[src/usf_pkg.sv]
// shared types and constants of the utf-8 slot packet framer
package usf_pkg;

   localparam int SLOT_BYTES = 24;
   localparam int SLOT_AW = 5;
   localparam int MAX_SLOTS = 6;
   localparam logic [4:0] SUM_END_POS = 5'd27;
   localparam logic [4:0] SLOT_FIRST_POS = 5'd4;
   localparam logic [4:0] FRAME_LAST_POS = 5'd31;
   localparam logic [4:0] RD_FIRST_POS = 5'd3;
   localparam logic [4:0] RD_LAST_POS = 5'd26;
   localparam logic [7:0] NEWLINE_BYTE = 8'h0A;
   localparam logic [SLOT_AW-1:0] SLOT_LAST_ADDR = 5'd23;

   typedef struct packed {
      logic                 wr;
      logic                 rd;
      logic [SLOT_AW-1:0]   addr;
      logic [7:0]           wdata;
   } ram_req_type;

   typedef struct packed {
      logic start;
      logic data_frame;
      logic nl_frame;
   } frame_req_type;

endpackage

[src/usf_slot_ram.sv]
// slot byte memory, one port, registered read
module usf_slot_ram
   import usf_pkg::*;
(
   input  logic        clock,
   input  ram_req_type req,
   output logic [7:0]  rd_data
);

   logic [7:0] mem [SLOT_BYTES];
   logic [7:0] rd_data_ff;

   always_ff @(posedge clock) begin
      if (req.rd) begin
         rd_data_ff <= mem[req.addr];
      end
      if (req.wr) begin
         mem[req.addr] <= req.wdata;
      end
   end

   assign rd_data = rd_data_ff;

endmodule

[src/usf_pack.sv]
// character tracking and slot write address for incoming message bytes
module usf_pack
   import usf_pkg::*;
#(
   parameter int CHARS_PER_FRAME = 6
)
(
   input  logic          clock,
   input  logic          reset,
   input  logic          accept,
   input  logic [7:0]    in_byte,
   input  logic          byte_valid,
   input  logic          end_of_message,
   output ram_req_type   wr_req,
   output frame_req_type frame_req
);

   localparam int LIMIT_INT = (CHARS_PER_FRAME > MAX_SLOTS) ? MAX_SLOTS :
                              ((CHARS_PER_FRAME < 1) ? 1 : CHARS_PER_FRAME);
   localparam logic [2:0] SLOT_LIMIT = 3'(LIMIT_INT);
   localparam logic [2:0] LAST_SLOT = 3'(MAX_SLOTS - 1);

   logic [2:0] char_count_ff, char_count_in;
   logic [2:0] bytes_left_ff, bytes_left_in;
   logic [1:0] byte_in_slot_ff, byte_in_slot_in;
   logic [2:0] slot;
   logic [1:0] offset;
   logic       full;
   logic       flush;

   function automatic logic [2:0] lead_extra(input logic [7:0] b);
      logic [2:0] n;
      n = 3'd0;
      if (b[7:5] == 3'b110) begin
         n = 3'd1;
      end else if (b[7:4] == 4'b1110) begin
         n = 3'd2;
      end else if (b[7:3] == 5'b11110) begin
         n = 3'd3;
      end
      return n;
   endfunction

   always_comb begin
      slot = (char_count_ff > LAST_SLOT) ? LAST_SLOT : char_count_ff;
      offset = 2'd0;
      char_count_in = char_count_ff;
      bytes_left_in = bytes_left_ff;
      byte_in_slot_in = byte_in_slot_ff;
      full = 1'b0;
      if (byte_valid) begin
         if (bytes_left_ff == 3'd0) begin
            offset = 2'd0;
            bytes_left_in = lead_extra(in_byte);
            byte_in_slot_in = 2'd1;
         end else begin
            offset = byte_in_slot_ff;
            byte_in_slot_in = byte_in_slot_ff + 2'd1;
            bytes_left_in = bytes_left_ff - 3'd1;
         end
         if (bytes_left_in == 3'd0) begin
            byte_in_slot_in = 2'd0;
            char_count_in = char_count_ff + 3'd1;
            if (char_count_in >= SLOT_LIMIT) begin
               full = 1'b1;
               char_count_in = 3'd0;
            end
         end
      end
      flush = end_of_message && (char_count_in != 3'd0 || bytes_left_in != 3'd0);
      if (end_of_message) begin
         char_count_in = 3'd0;
         bytes_left_in = 3'd0;
         byte_in_slot_in = 2'd0;
      end
   end

   always_ff @(posedge clock) begin
      if (reset) begin
         char_count_ff <= 3'd0;
         bytes_left_ff <= 3'd0;
         byte_in_slot_ff <= 2'd0;
      end else if (accept) begin
         char_count_ff <= char_count_in;
         bytes_left_ff <= bytes_left_in;
         byte_in_slot_ff <= byte_in_slot_in;
      end
   end

   always_comb begin
      wr_req.wr = accept && byte_valid;
      wr_req.rd = 1'b0;
      wr_req.addr = {slot, offset};
      wr_req.wdata = in_byte;
      frame_req.data_frame = full || flush;
      frame_req.nl_frame = end_of_message;
      frame_req.start = accept && (full || flush || end_of_message);
   end

endmodule

[src/usf_emit.sv]
// frame sequencer: clearing sweep, byte emission, checksum, output register
module usf_emit
   import usf_pkg::*;
(
   input  logic          clock,
   input  logic          reset,
   input  frame_req_type frame_req,
   input  logic [30:0]   source_id,
   input  logic [7:0]    rd_data,
   output ram_req_type   ram_req,
   output logic          idle,
   output logic          rsp_tvalid,
   input  logic          rsp_tready,
   output logic [15:0]   rsp_tdata,
   output logic          rsp_tlast,
   output logic          rsp_tuser
);

   localparam logic [1:0] ST_CLEAR = 2'd0;
   localparam logic [1:0] ST_IDLE = 2'd1;
   localparam logic [1:0] ST_EMIT = 2'd2;

   logic [1:0]         state_ff, state_in;
   logic [4:0]         pos_ff, pos_in;
   logic               nl_mode_ff, nl_mode_in;
   logic               nl_pend_ff, nl_pend_in;
   logic [31:0]        sum_ff, sum_in;
   logic [SLOT_AW-1:0] clr_addr_ff, clr_addr_in;
   logic               valid_ff, valid_in;
   logic [7:0]         byte_ff, byte_in;
   logic [4:0]         opos_ff, opos_in;
   logic               last_ff, last_in;
   logic               mlast_ff, mlast_in;
   logic               load_ok;
   logic [7:0]         cur_byte;
   logic [31:0]        id_word;

   assign id_word = {1'b0, source_id};
   assign load_ok = !valid_ff || rsp_tready;

   always_comb begin
      if (pos_ff < SLOT_FIRST_POS) begin
         cur_byte = id_word[8*pos_ff[1:0] +: 8];
      end else if (pos_ff > SUM_END_POS) begin
         cur_byte = sum_ff[8*pos_ff[1:0] +: 8];
      end else if (nl_mode_ff) begin
         cur_byte = (pos_ff == SLOT_FIRST_POS) ? NEWLINE_BYTE : 8'd0;
      end else begin
         cur_byte = rd_data;
      end
   end

   always_comb begin
      state_in = state_ff;
      pos_in = pos_ff;
      nl_mode_in = nl_mode_ff;
      nl_pend_in = nl_pend_ff;
      sum_in = sum_ff;
      clr_addr_in = clr_addr_ff;
      valid_in = valid_ff && !rsp_tready;
      byte_in = byte_ff;
      opos_in = opos_ff;
      last_in = last_ff;
      mlast_in = mlast_ff;
      ram_req.wr = 1'b0;
      ram_req.rd = 1'b0;
      ram_req.addr = clr_addr_ff;
      ram_req.wdata = 8'd0;
      case (state_ff)
         ST_CLEAR: begin
            ram_req.wr = 1'b1;
            clr_addr_in = clr_addr_ff + SLOT_AW'(1);
            if (clr_addr_ff == SLOT_LAST_ADDR) begin
               state_in = ST_IDLE;
            end
         end
         ST_IDLE: begin
            if (frame_req.start) begin
               state_in = ST_EMIT;
               pos_in = 5'd0;
               sum_in = 32'd0;
               nl_mode_in = !frame_req.data_frame;
               nl_pend_in = frame_req.data_frame && frame_req.nl_frame;
            end
         end
         ST_EMIT: begin
            if (load_ok) begin
               valid_in = 1'b1;
               byte_in = cur_byte;
               opos_in = pos_ff;
               last_in = (pos_ff == FRAME_LAST_POS);
               mlast_in = (pos_ff == FRAME_LAST_POS) && nl_mode_ff;
               if (pos_ff <= SUM_END_POS) begin
                  sum_in = sum_ff + {{24{cur_byte[7]}}, cur_byte};
               end
               // fetch and clear the slot byte needed next
               if (!nl_mode_ff && pos_ff >= RD_FIRST_POS && pos_ff <= RD_LAST_POS) begin
                  ram_req.wr = 1'b1;
                  ram_req.rd = 1'b1;
                  ram_req.addr = SLOT_AW'(pos_ff - RD_FIRST_POS);
               end
               if (pos_ff == FRAME_LAST_POS) begin
                  if (nl_pend_ff) begin
                     nl_mode_in = 1'b1;
                     nl_pend_in = 1'b0;
                     pos_in = 5'd0;
                     sum_in = 32'd0;
                  end else begin
                     state_in = ST_IDLE;
                  end
               end else begin
                  pos_in = pos_ff + 5'd1;
               end
            end
         end
         default: begin
            state_in = ST_CLEAR;
         end
      endcase
   end

   always_ff @(posedge clock) begin
      if (reset) begin
         state_ff <= ST_CLEAR;
         clr_addr_ff <= '0;
         valid_ff <= 1'b0;
         pos_ff <= 5'd0;
         nl_mode_ff <= 1'b0;
         nl_pend_ff <= 1'b0;
      end else begin
         state_ff <= state_in;
         clr_addr_ff <= clr_addr_in;
         valid_ff <= valid_in;
         pos_ff <= pos_in;
         nl_mode_ff <= nl_mode_in;
         nl_pend_ff <= nl_pend_in;
      end
   end

   always_ff @(posedge clock) begin
      sum_ff <= sum_in;
      byte_ff <= byte_in;
      opos_ff <= opos_in;
      last_ff <= last_in;
      mlast_ff <= mlast_in;
   end

   assign idle = (state_ff == ST_IDLE);
   assign rsp_tvalid = valid_ff;
   assign rsp_tdata = {3'd0, opos_ff, byte_ff};
   assign rsp_tlast = last_ff;
   assign rsp_tuser = mlast_ff;

endmodule

[src/utf8_slot_packet_framer.sv]
// utf-8 slot packet framer top level
// a completing item starts the emit state; it loads the first word into the output register
// throughput: one frame word per cycle when the receiver does not stall; the input is held while
// a frame is sent, through both for an item with a flush and a newline frame; others do not hold it
// reset: synchronous; a sweep then zeroes the slot memory, no item is taken meanwhile
// configuration writes are taken at all times; source_id resets to zero
module utf8_slot_packet_framer
   import usf_pkg::*;
#(
   parameter int CHARS_PER_FRAME = 6
)
(
   input  logic        clock,
   input  logic        reset,
   input  logic        req_tvalid,
   output logic        req_tready,
   input  logic [7:0]  req_tdata,   // in_byte
   input  logic        req_tuser,   // byte_valid
   input  logic        req_tlast,   // end_of_message
   output logic        rsp_tvalid,
   input  logic        rsp_tready,
   output logic [15:0] rsp_tdata,   // frame_byte [7:0], byte_position [12:8], zero fill
   output logic        rsp_tlast,   // frame_last
   output logic        rsp_tuser,   // message_last
   input  logic        csr_psel,
   input  logic        csr_penable,
   input  logic        csr_pwrite,
   input  logic [2:0]  csr_paddr,
   input  logic [31:0] csr_pwdata,
   output logic [31:0] csr_prdata,
   output logic        csr_pready
);

   logic          accept;
   logic          idle;
   logic [30:0]   source_id_ff;
   logic [7:0]    rd_data;
   ram_req_type   wr_req;
   ram_req_type   emit_req;
   ram_req_type   ram_req;
   frame_req_type frame_req;

   assign csr_pready = 1'b1;
   assign csr_prdata = (csr_paddr[2] == 1'b0) ? {1'b0, source_id_ff} : 32'd0;

   always_ff @(posedge clock) begin
      if (reset) begin
         source_id_ff <= 31'd0;
      end else if (csr_psel && csr_penable && csr_pwrite && csr_paddr[2] == 1'b0) begin
         source_id_ff <= csr_pwdata[30:0];
      end
   end

   assign req_tready = idle;
   assign accept = req_tvalid && idle;
   assign ram_req = wr_req.wr ? wr_req : emit_req;

   usf_pack #(
      .CHARS_PER_FRAME(CHARS_PER_FRAME)
   ) u_pack (
      .clock          (clock),
      .reset          (reset),
      .accept         (accept),
      .in_byte        (req_tdata),
      .byte_valid     (req_tuser),
      .end_of_message (req_tlast),
      .wr_req         (wr_req),
      .frame_req      (frame_req)
   );

   usf_slot_ram u_ram (
      .clock   (clock),
      .req     (ram_req),
      .rd_data (rd_data)
   );

   usf_emit u_emit (
      .clock      (clock),
      .reset      (reset),
      .frame_req  (frame_req),
      .source_id  (source_id_ff),
      .rd_data    (rd_data),
      .ram_req    (emit_req),
      .idle       (idle),
      .rsp_tvalid (rsp_tvalid),
      .rsp_tready (rsp_tready),
      .rsp_tdata  (rsp_tdata),
      .rsp_tlast  (rsp_tlast),
      .rsp_tuser  (rsp_tuser)
   );

endmodule

[config.mk]
export PLATFORM = sky130hd
export DESIGN_NAME = utf8_slot_packet_framer
export DESIGN_NICKNAME = d
export VERILOG_FILES = /design/src/usf_pkg.sv /design/src/usf_slot_ram.sv /design/src/usf_pack.sv /design/src/usf_emit.sv /design/src/utf8_slot_packet_framer.sv
export SDC_FILE = /design/constraint.sdc
export NUM_CORES = 1
export LEC_CHECK = 0
export BUFFER_PORTS_ARGS = -buffer_cell sky130_fd_sc_hd__buf_2
export CAP_MARGIN = 20
export CORE_AREA = 8 8 193 195
export DETAILED_ROUTE_END_ITERATION = 16
export DIE_AREA = 0 0 201 203
export PLACE_DENSITY = 0.69
export SLEW_MARGIN = 10
export SYNTH_ARGS = -nofsm -noshare
export SYNTH_HDL_FRONTEND = slang
export SYNTH_SLANG_ARGS = --single-unit
[constraint.sdc]
create_clock -name clock -period 6.5 [get_ports clock]
set_input_delay 0.325 -clock clock [delete_from_list [all_inputs] [get_ports clock]]
set_output_delay 0.325 -clock clock [all_outputs]
set_load 0.01 [all_outputs]
# == Yosys cells after proc, flatten, opt, wreduce, memory -nomap -nowiden ==
# Memory sizes are Yosys's and may differ from the RTL's. A register that Yosys moved wholly into a read port is not among the register bits.
# Cells that the tools add are included.
# word_totals
reg_bits,101
ramBits,192
input_bits,52
out_inout_bits,53
n_memories,1
# mem_list
memory,depth,word_bits,read_ports,rd_clocked_by_memory_dff,wr,line_no,text
u_ram.mem,24,8,1,1,1,usf_slot_ram.sv:10,logic [7:0] mem [SLOT_BYTES];
# op_classes
n_addsub,7
n_lt_le_gt_ge,7
n_eq_ne,15
shift,2
mux,61
n_bitwise,1
n_reduce_logical,34
# op_table
cell,n
$mux W32,5
$pmux W32 S2,1
$shiftx A32 B6 Y8,2
$mux W3,11
$add A32 B32 Y32,1
$mux W31,1
$mux W2,12
$mux W8,3
$mux W5,4
$eq A5 B5 Y1 const B,3
$mux W15,1
$mux W1,14
$mux W7,2
$logic_and A1 B1 Y1,12
$add A5 B1 Y5 const B,2
$le A5 B5 Y1 const B,2
$ne A2 B1 Y1 const B,5
$pmux W5 S2,1
$reduce_and A5 Y1,2
$reduce_and A4 Y1,2
$logic_not A3 Y1,2
$mux W6,1
$pmux W1 S2,3
$pmux W2 S3,1
25 further kinds,34

# == Longest topological paths before layout ==
# logic_depth
word_depth,17
mapped_depth,21
depth_no_buf,18

# == Modules after synthesis ==
# From an unflattened synthesis, not the netlist that was laid out.
# unflattened
hier_cells,1234
hier_area_um2,15462.3
# by_module_without_submodules
module,n_inst,cells_per_inst,area_per_inst_um2,seq_area_each_um2
usf_slot_ram,1,359,7756.2,6005.8
usf_emit,1,591,5162.5,1711.6
utf8_slot_packet_framer,1,191,1833.0,620.6
usf_pack,1,93,710.7,160.2

# == Worst setup path after synthesis ==
# No wires, ideal clock.
# synth_timing
path_type,register to register
start,register u_emit.pos_ff[1]
end,register u_emit.sum_ff[31] (data pin)
setup_ps,147
arrival_ps,4764
t_required_ps,6353
slack_ps,1589
path_stages_with_launch,18
n_path_buf,1
synth_period_minus_slack_ps,4911
path_cell_list,dfxtp_1 -> ha_1 -> clkbuf_1 -> nor2_1 -> o21bai_1 -> and3_1 -> a211oi_1 -> a21oi_1 -> ha_1 -> a21oi_1 -> o21bai_1 -> a21o_1 -> a2111oi_0 -> o21ai_0 -> o221ai_1 -> xor2_1 -> or3_1 -> a21oi_1
# synth_between
elab_cells_between_ends,17
cone_classes,1 x add/sub; 3 x order compare; 2 x eq/ne; 2 x shift; 9 x mux
# synth_rtl
item,line_no,text
from (decl),usf_emit.sv:24,"logic [4:0] pos_ff, pos_in;"
from (signal assigned),usf_emit.sv:134,pos_ff <= pos_in;
$shiftx A32 B6 Y8 or $gt A5 B5 Y1 (tied branches),"usf_emit.sv:45, usf_emit.sv:44",
$mux W8,usf_emit.sv:44,end else if (pos_ff > SUM_END_POS) begin
$mux W8 *,usf_emit.sv:42,if (pos_ff < SLOT_FIRST_POS) begin
net u_emit.cur_byte[7],usf_emit.sv:35,logic [7:0] cur_byte;
$add A32 B32 Y32 *,usf_emit.sv:94,"sum_in = sum_ff + {{24{cur_byte[7]}}, cur_byte};"
$mux W32 *,usf_emit.sv:93,if (pos_ff <= SUM_END_POS) begin
$mux W32,usf_emit.sv:103,if (nl_pend_ff) begin
$mux W32 *,usf_emit.sv:102,if (pos_ff == FRAME_LAST_POS) begin
$mux W32 *,usf_emit.sv:87,if (load_ok) begin
$pmux W32 S2 *,usf_emit.sv:69,case (state_ff)
to (signal assigned),usf_emit.sv:141,sum_ff <= sum_in;
to (decl),usf_emit.sv:27,"logic [31:0] sum_ff, sum_in;"
# The timed path passes the listed nets; every way through them passes the cells marked *. The select of a mux whose other input is x is not followed.
# A chain may end at the register's enable or synchronous reset.

# == Final worst setup path ==
# layout_timing
start,register u_emit.pos_ff[0]
end,register u_emit.sum_ff[31] (data pin)
# Same word-level chain as after synthesis.

==> metrics.md <==
| Metric | Value |
|---|---|
| First-pass detailed-route iteration total | 6 |
| Initial antenna violation count | 0 |
| Post-Syn Area | 15080 um2 |
| Sink Count | 301 |
| GRT Util Overall | 0.1741 |
| Critical-path cell list | buf_4 -> ha_1 -> nor2_1 -> nor2_1 -> nor2_2 -> buf_4 -> a211oi_1 -> a21oi_2 -> buf_4 -> ha_1 -> a21oi_1 -> o21bai_1 -> a21o_1 -> a2111oi_0 -> o21ai_0 -> o221ai_1 -> xor2_1 -> or3_1 -> a21oi_1 |
| Post-synthesis adder-cell area fraction | 0.03618 |
| Final period utilization | 0.8144 |
| Distinct cells, synth | 83 |
| Share of cells above drive strength 1 | 0.1494 |
| WHS Path Cells | 3 |
| Die footprint | 40800 um2 |
| CTS H-Tree Depth | 2 |
| Vias in the first global route | 10570 |
| Number of synthesized flops with an enable pin | 247 |
| Nets | 1522 |
| Synth Area in Compound Gates | 0.1351 |
| Cts repair resizes | 0 |
| Worst slew pin tran | 1.143 ns |
| CP max FO | 42 |
| Outcome | finished, final reports clean |
| Largest net degree at the start of global routing | 55 |
| DP Cell Count | 1845 |
| Initial Utilization | 0.4419 |
| Worst EP required | 6.85 ns |
| CTS tree | done |
| Synthesized flop and latch total | 301 |
| Final Wtd Congestion | 0.8772 |
| Gr ovfl total | 0 |
| Non-Filler Instances | 1907 |
| DRT Wirelength | 36540 um |
| Post-layout minimum cycle time | 5.293 ns |
| I/O pin total | 105 |
| Total setup buffers inserted after CTS | 0 |
| Starting DRT DRC Count | 935 |
| Peak supply drop | 0.0001931 V |
| Sequential share of the synthesized area | 0.5637 |
| Cell repeated most along the worst path | buf_4 |
| Multiplexer share of the synthesized area | 0.06797 |
| Placed Area | 15890 um2 |
| Skew-Pair Late Insertion Delay | 0.51 ns |
| Rows | 68 |
| Final antenna-violating net count | 0 |
| First-pass GRT wire length | 58030 um |
| Slew Viols, Final | 0 |
| Total CTS buffers | 34 |
| Fin. Hold Viols | 0 |
| Chip Height | 203 um |
| Tightest Hold Check Type | in2reg |
| Crit. End Element | flip-flop |
| Hold-fix buffers, CTS | 0 |
| DP HPWL | 24410 um |
| R2r worst-path depth | 19 |
| Clock skew | 0.01639 ns |
| Rel. slew slack | 0.2383 |
| Clock buffer depth | 3 |
| Syn-to-layout area delta | 12.51% |
| Die X-Extent | 201 um |
| XOR/XNOR Fraction of Synth Area | 0.01685 |
| Vias/cell | 5.698 |
| Clk pin slew, worst setup/hold paths | 0.06 ns |
| Final setup fails | 0 |
| Delay-heaviest family, CP | compound AO/OA/AOI/OAI gates |
| WS Path Type | reg2reg |
| YS warnings | 0 |
| CP max stage delay | 0.60 ns |
| Leak Pwr | 0.006405 uW |
| Core area | 34120 um2 |
| Cells after Synth | 1351 |
| ANT cells | 0 |
| Wire length per cell | 19.16 um |
| CP startpoint kind | flip-flop |
| Post-Synth Simple-Gate Area | 0.1463 |
| Crit path DAT | 5.65 ns |
| Root buffer cell | clkbuf_16 |
| Port bufs | 96 |
| FFs w/ async S/R, synth | 0 |
| Fin area | 16960 um2 |
| Main combinational cell family by area after synthesis | simple AND/OR/NAND/NOR gates |
| Via count | 10870 |
| # DRC | 0 |
| Pwr Density | 254.4 nW/um2 |
| Synth Area per Inst | 11.16 um2 |
| Max Cap Viol | 0 |
| Synth Flop Type | edfxtp_1 |
| Slowest CP cell | a21oi_2 |
| Setup TNS | 0 ns |
| Peak Freq | 188.9 MHz |
| CP Depth | 19 |
| RSZ-0062 raised after global routing | no |
| Buf/Inv on CP | 3 |
==> layout make-up <==
class	instances	area, um2
inverters	21	78.83
flip-flops and latches	301	8498
multi-input cells	952	6110
clock buffers	43	884.6
well taps	455	569.3
repair buffers	117	641.9
fillers	3015	17160
clock inverters	18	180.2
==> kinds of logic after synthesis <==
| group | after synthesis |
|---|---|
| xor+xnor | 29 |
| simple gates | 476 |
| compound gates | 319 |
| mux | 80 |
| other cells | 2 |
| fa+ha+maj | 43 |
| buf+inv | 101 |
| flops | 301 |
==> final timing paths <==
check	from	to	slack, ns
worst max register to register	u_emit.pos_ff[0]$_SDFFE_PP0P_	u_emit.sum_ff[31]$_SDFFCE_PN0P_	1.21
worst min-delay path	csr_pwdata[28]	source_id_ff[28]$_SDFFE_PP0P_	0.05
worst max-delay path	u_emit.pos_ff[0]$_SDFFE_PP0P_	u_emit.sum_ff[31]$_SDFFCE_PN0P_	1.21
worst min register to register	source_id_ff[21]$_SDFFE_PP0P_	source_id_ff[21]$_SDFFE_PP0P_	0.47
==> cells in the mapped netlist, types with 3 or more instances <==
| cell type | n | area share |
|---|---|---|
| edfxtp_1 | 247 | 0.49 |
| nand2_1 | 207 | 0.052 |
| a21oi_1 | 118 | 0.039 |
| nor2_1 | 93 | 0.023 |
| o21ai_0 | 59 | 0.020 |
| dfxtp_1 | 54 | 0.072 |
| clkbuf_1 | 45 | 0.011 |
| mux2i_1 | 45 | 0.030 |
| ha_1 | 42 | 0.035 |
| nor2b_1 | 35 | 0.015 |
| nand3_1 | 34 | 0.011 |
| inv_1 | 21 | 0.0052 |
| a31oi_1 | 19 | 0.0079 |
| mux2_2 | 19 | 0.014 |
| xnor2_1 | 19 | 0.011 |
| and2_1 | 18 | 0.0075 |
| a211oi_1 | 17 | 0.0085 |
| and3_1 | 16 | 0.0066 |
| mux4_2 | 16 | 0.024 |
| nand2b_1 | 15 | 0.0062 |
| nor3_1 | 15 | 0.0050 |
| a221oi_1 | 14 | 0.0081 |
| a21o_1 | 12 | 0.0060 |
| buf_2 | 12 | 0.0040 |
| or3_1 | 12 | 0.0050 |
| buf_4 | 11 | 0.0055 |
| xor2_1 | 10 | 0.0058 |
| nand4_1 | 9 | 0.0037 |
| a22oi_1 | 7 | 0.0035 |
| buf_6 | 7 | 0.0052 |
| o211ai_1 | 7 | 0.0035 |
| o21a_1 | 7 | 0.0035 |
| o31ai_1 | 6 | 0.0030 |
| o21ai_1 | 5 | 0.0017 |
| o22a_1 | 5 | 0.0029 |
| a222oi_1 | 4 | 0.0027 |
| and2_0 | 4 | 0.0017 |
| buf_1 | 4 | 0.0010 |
| o22ai_1 | 4 | 0.0017 |
| nand4b_1 | 3 | 0.0017 |
| nor3b_1 | 3 | 0.0015 |
| o21bai_1 | 3 | 0.0015 |
==> layout by cell type, fill, tap and decap left out, types with 21 or more instances in the layout <==
| cell | count |
|---|---|
| edfxtp_1 | 247 |
| nand2_1 | 207 |
| a21oi_1 | 117 |
| buf_2 | 96 |
| nor2_1 | 91 |
| o21ai_0 | 59 |
| dfxtp_1 | 54 |
| mux2i_1 | 45 |
| ha_1 | 42 |
| nor2b_1 | 35 |
| nand3_1 | 34 |
| clkbuf_16 | 34 |
| inv_1 | 21 |
==> routing by layer <==
metal / track usage / routed length [um] / up-vias
li1: - / - / 5172
met5: 0 / 0 / -
met2: 0.2923 / 17500 / 381
met4: 0.05808 / 940 / 0
met1: 0.2215 / 15540 / 5246
met3: 0.03730 / 2559 / 67
==> flip-flops by register name, summed over array words and instances, names as in the netlist, 2 cells and up <==
register and count:
source_id_ff 31, u_emit.byte_ff 8, u_emit.clr_addr_ff 5, u_emit.opos_ff 5, u_emit.pos_ff 5, u_emit.state_ff 2, u_emit.sum_ff 32, u_pack.byte_in_slot_ff 2
u_pack.bytes_left_ff 3, u_pack.char_count_ff 3, u_ram.mem 192, u_ram.rd_data 8
==> per-stage QoR <==
stage	utilization	hold slack [ns]	setup slack, ns	total power [uW]
final	0.4972	0.05476	1.207	4316
after global routing	0.4972	0.04422	0.7047	4464
after global placement	0.4656	0.4525	1.318	2507
after detailed placement	0.4656	0.4613	1.246	2511
after CTS	0.4968	0.04133	1.232	4344
after floorplan	-	0.4095	1.589	2405
==> tightest hold or removal path, cell delays in order <==
cell     delay, ns
buf_2         0.09
nand2_1       0.05
a21oi_1       0.05
==> power by group <==
part | switching [uW] | internal, uW | total [uW]
registers | 15.2 | 2110 | 2120
clock network | 751 | 1090 | 1840
logic | 229 | 123 | 353
total | 996 | 3320 | 4320
No activity file was read; power rests on OpenSTA's default activity.
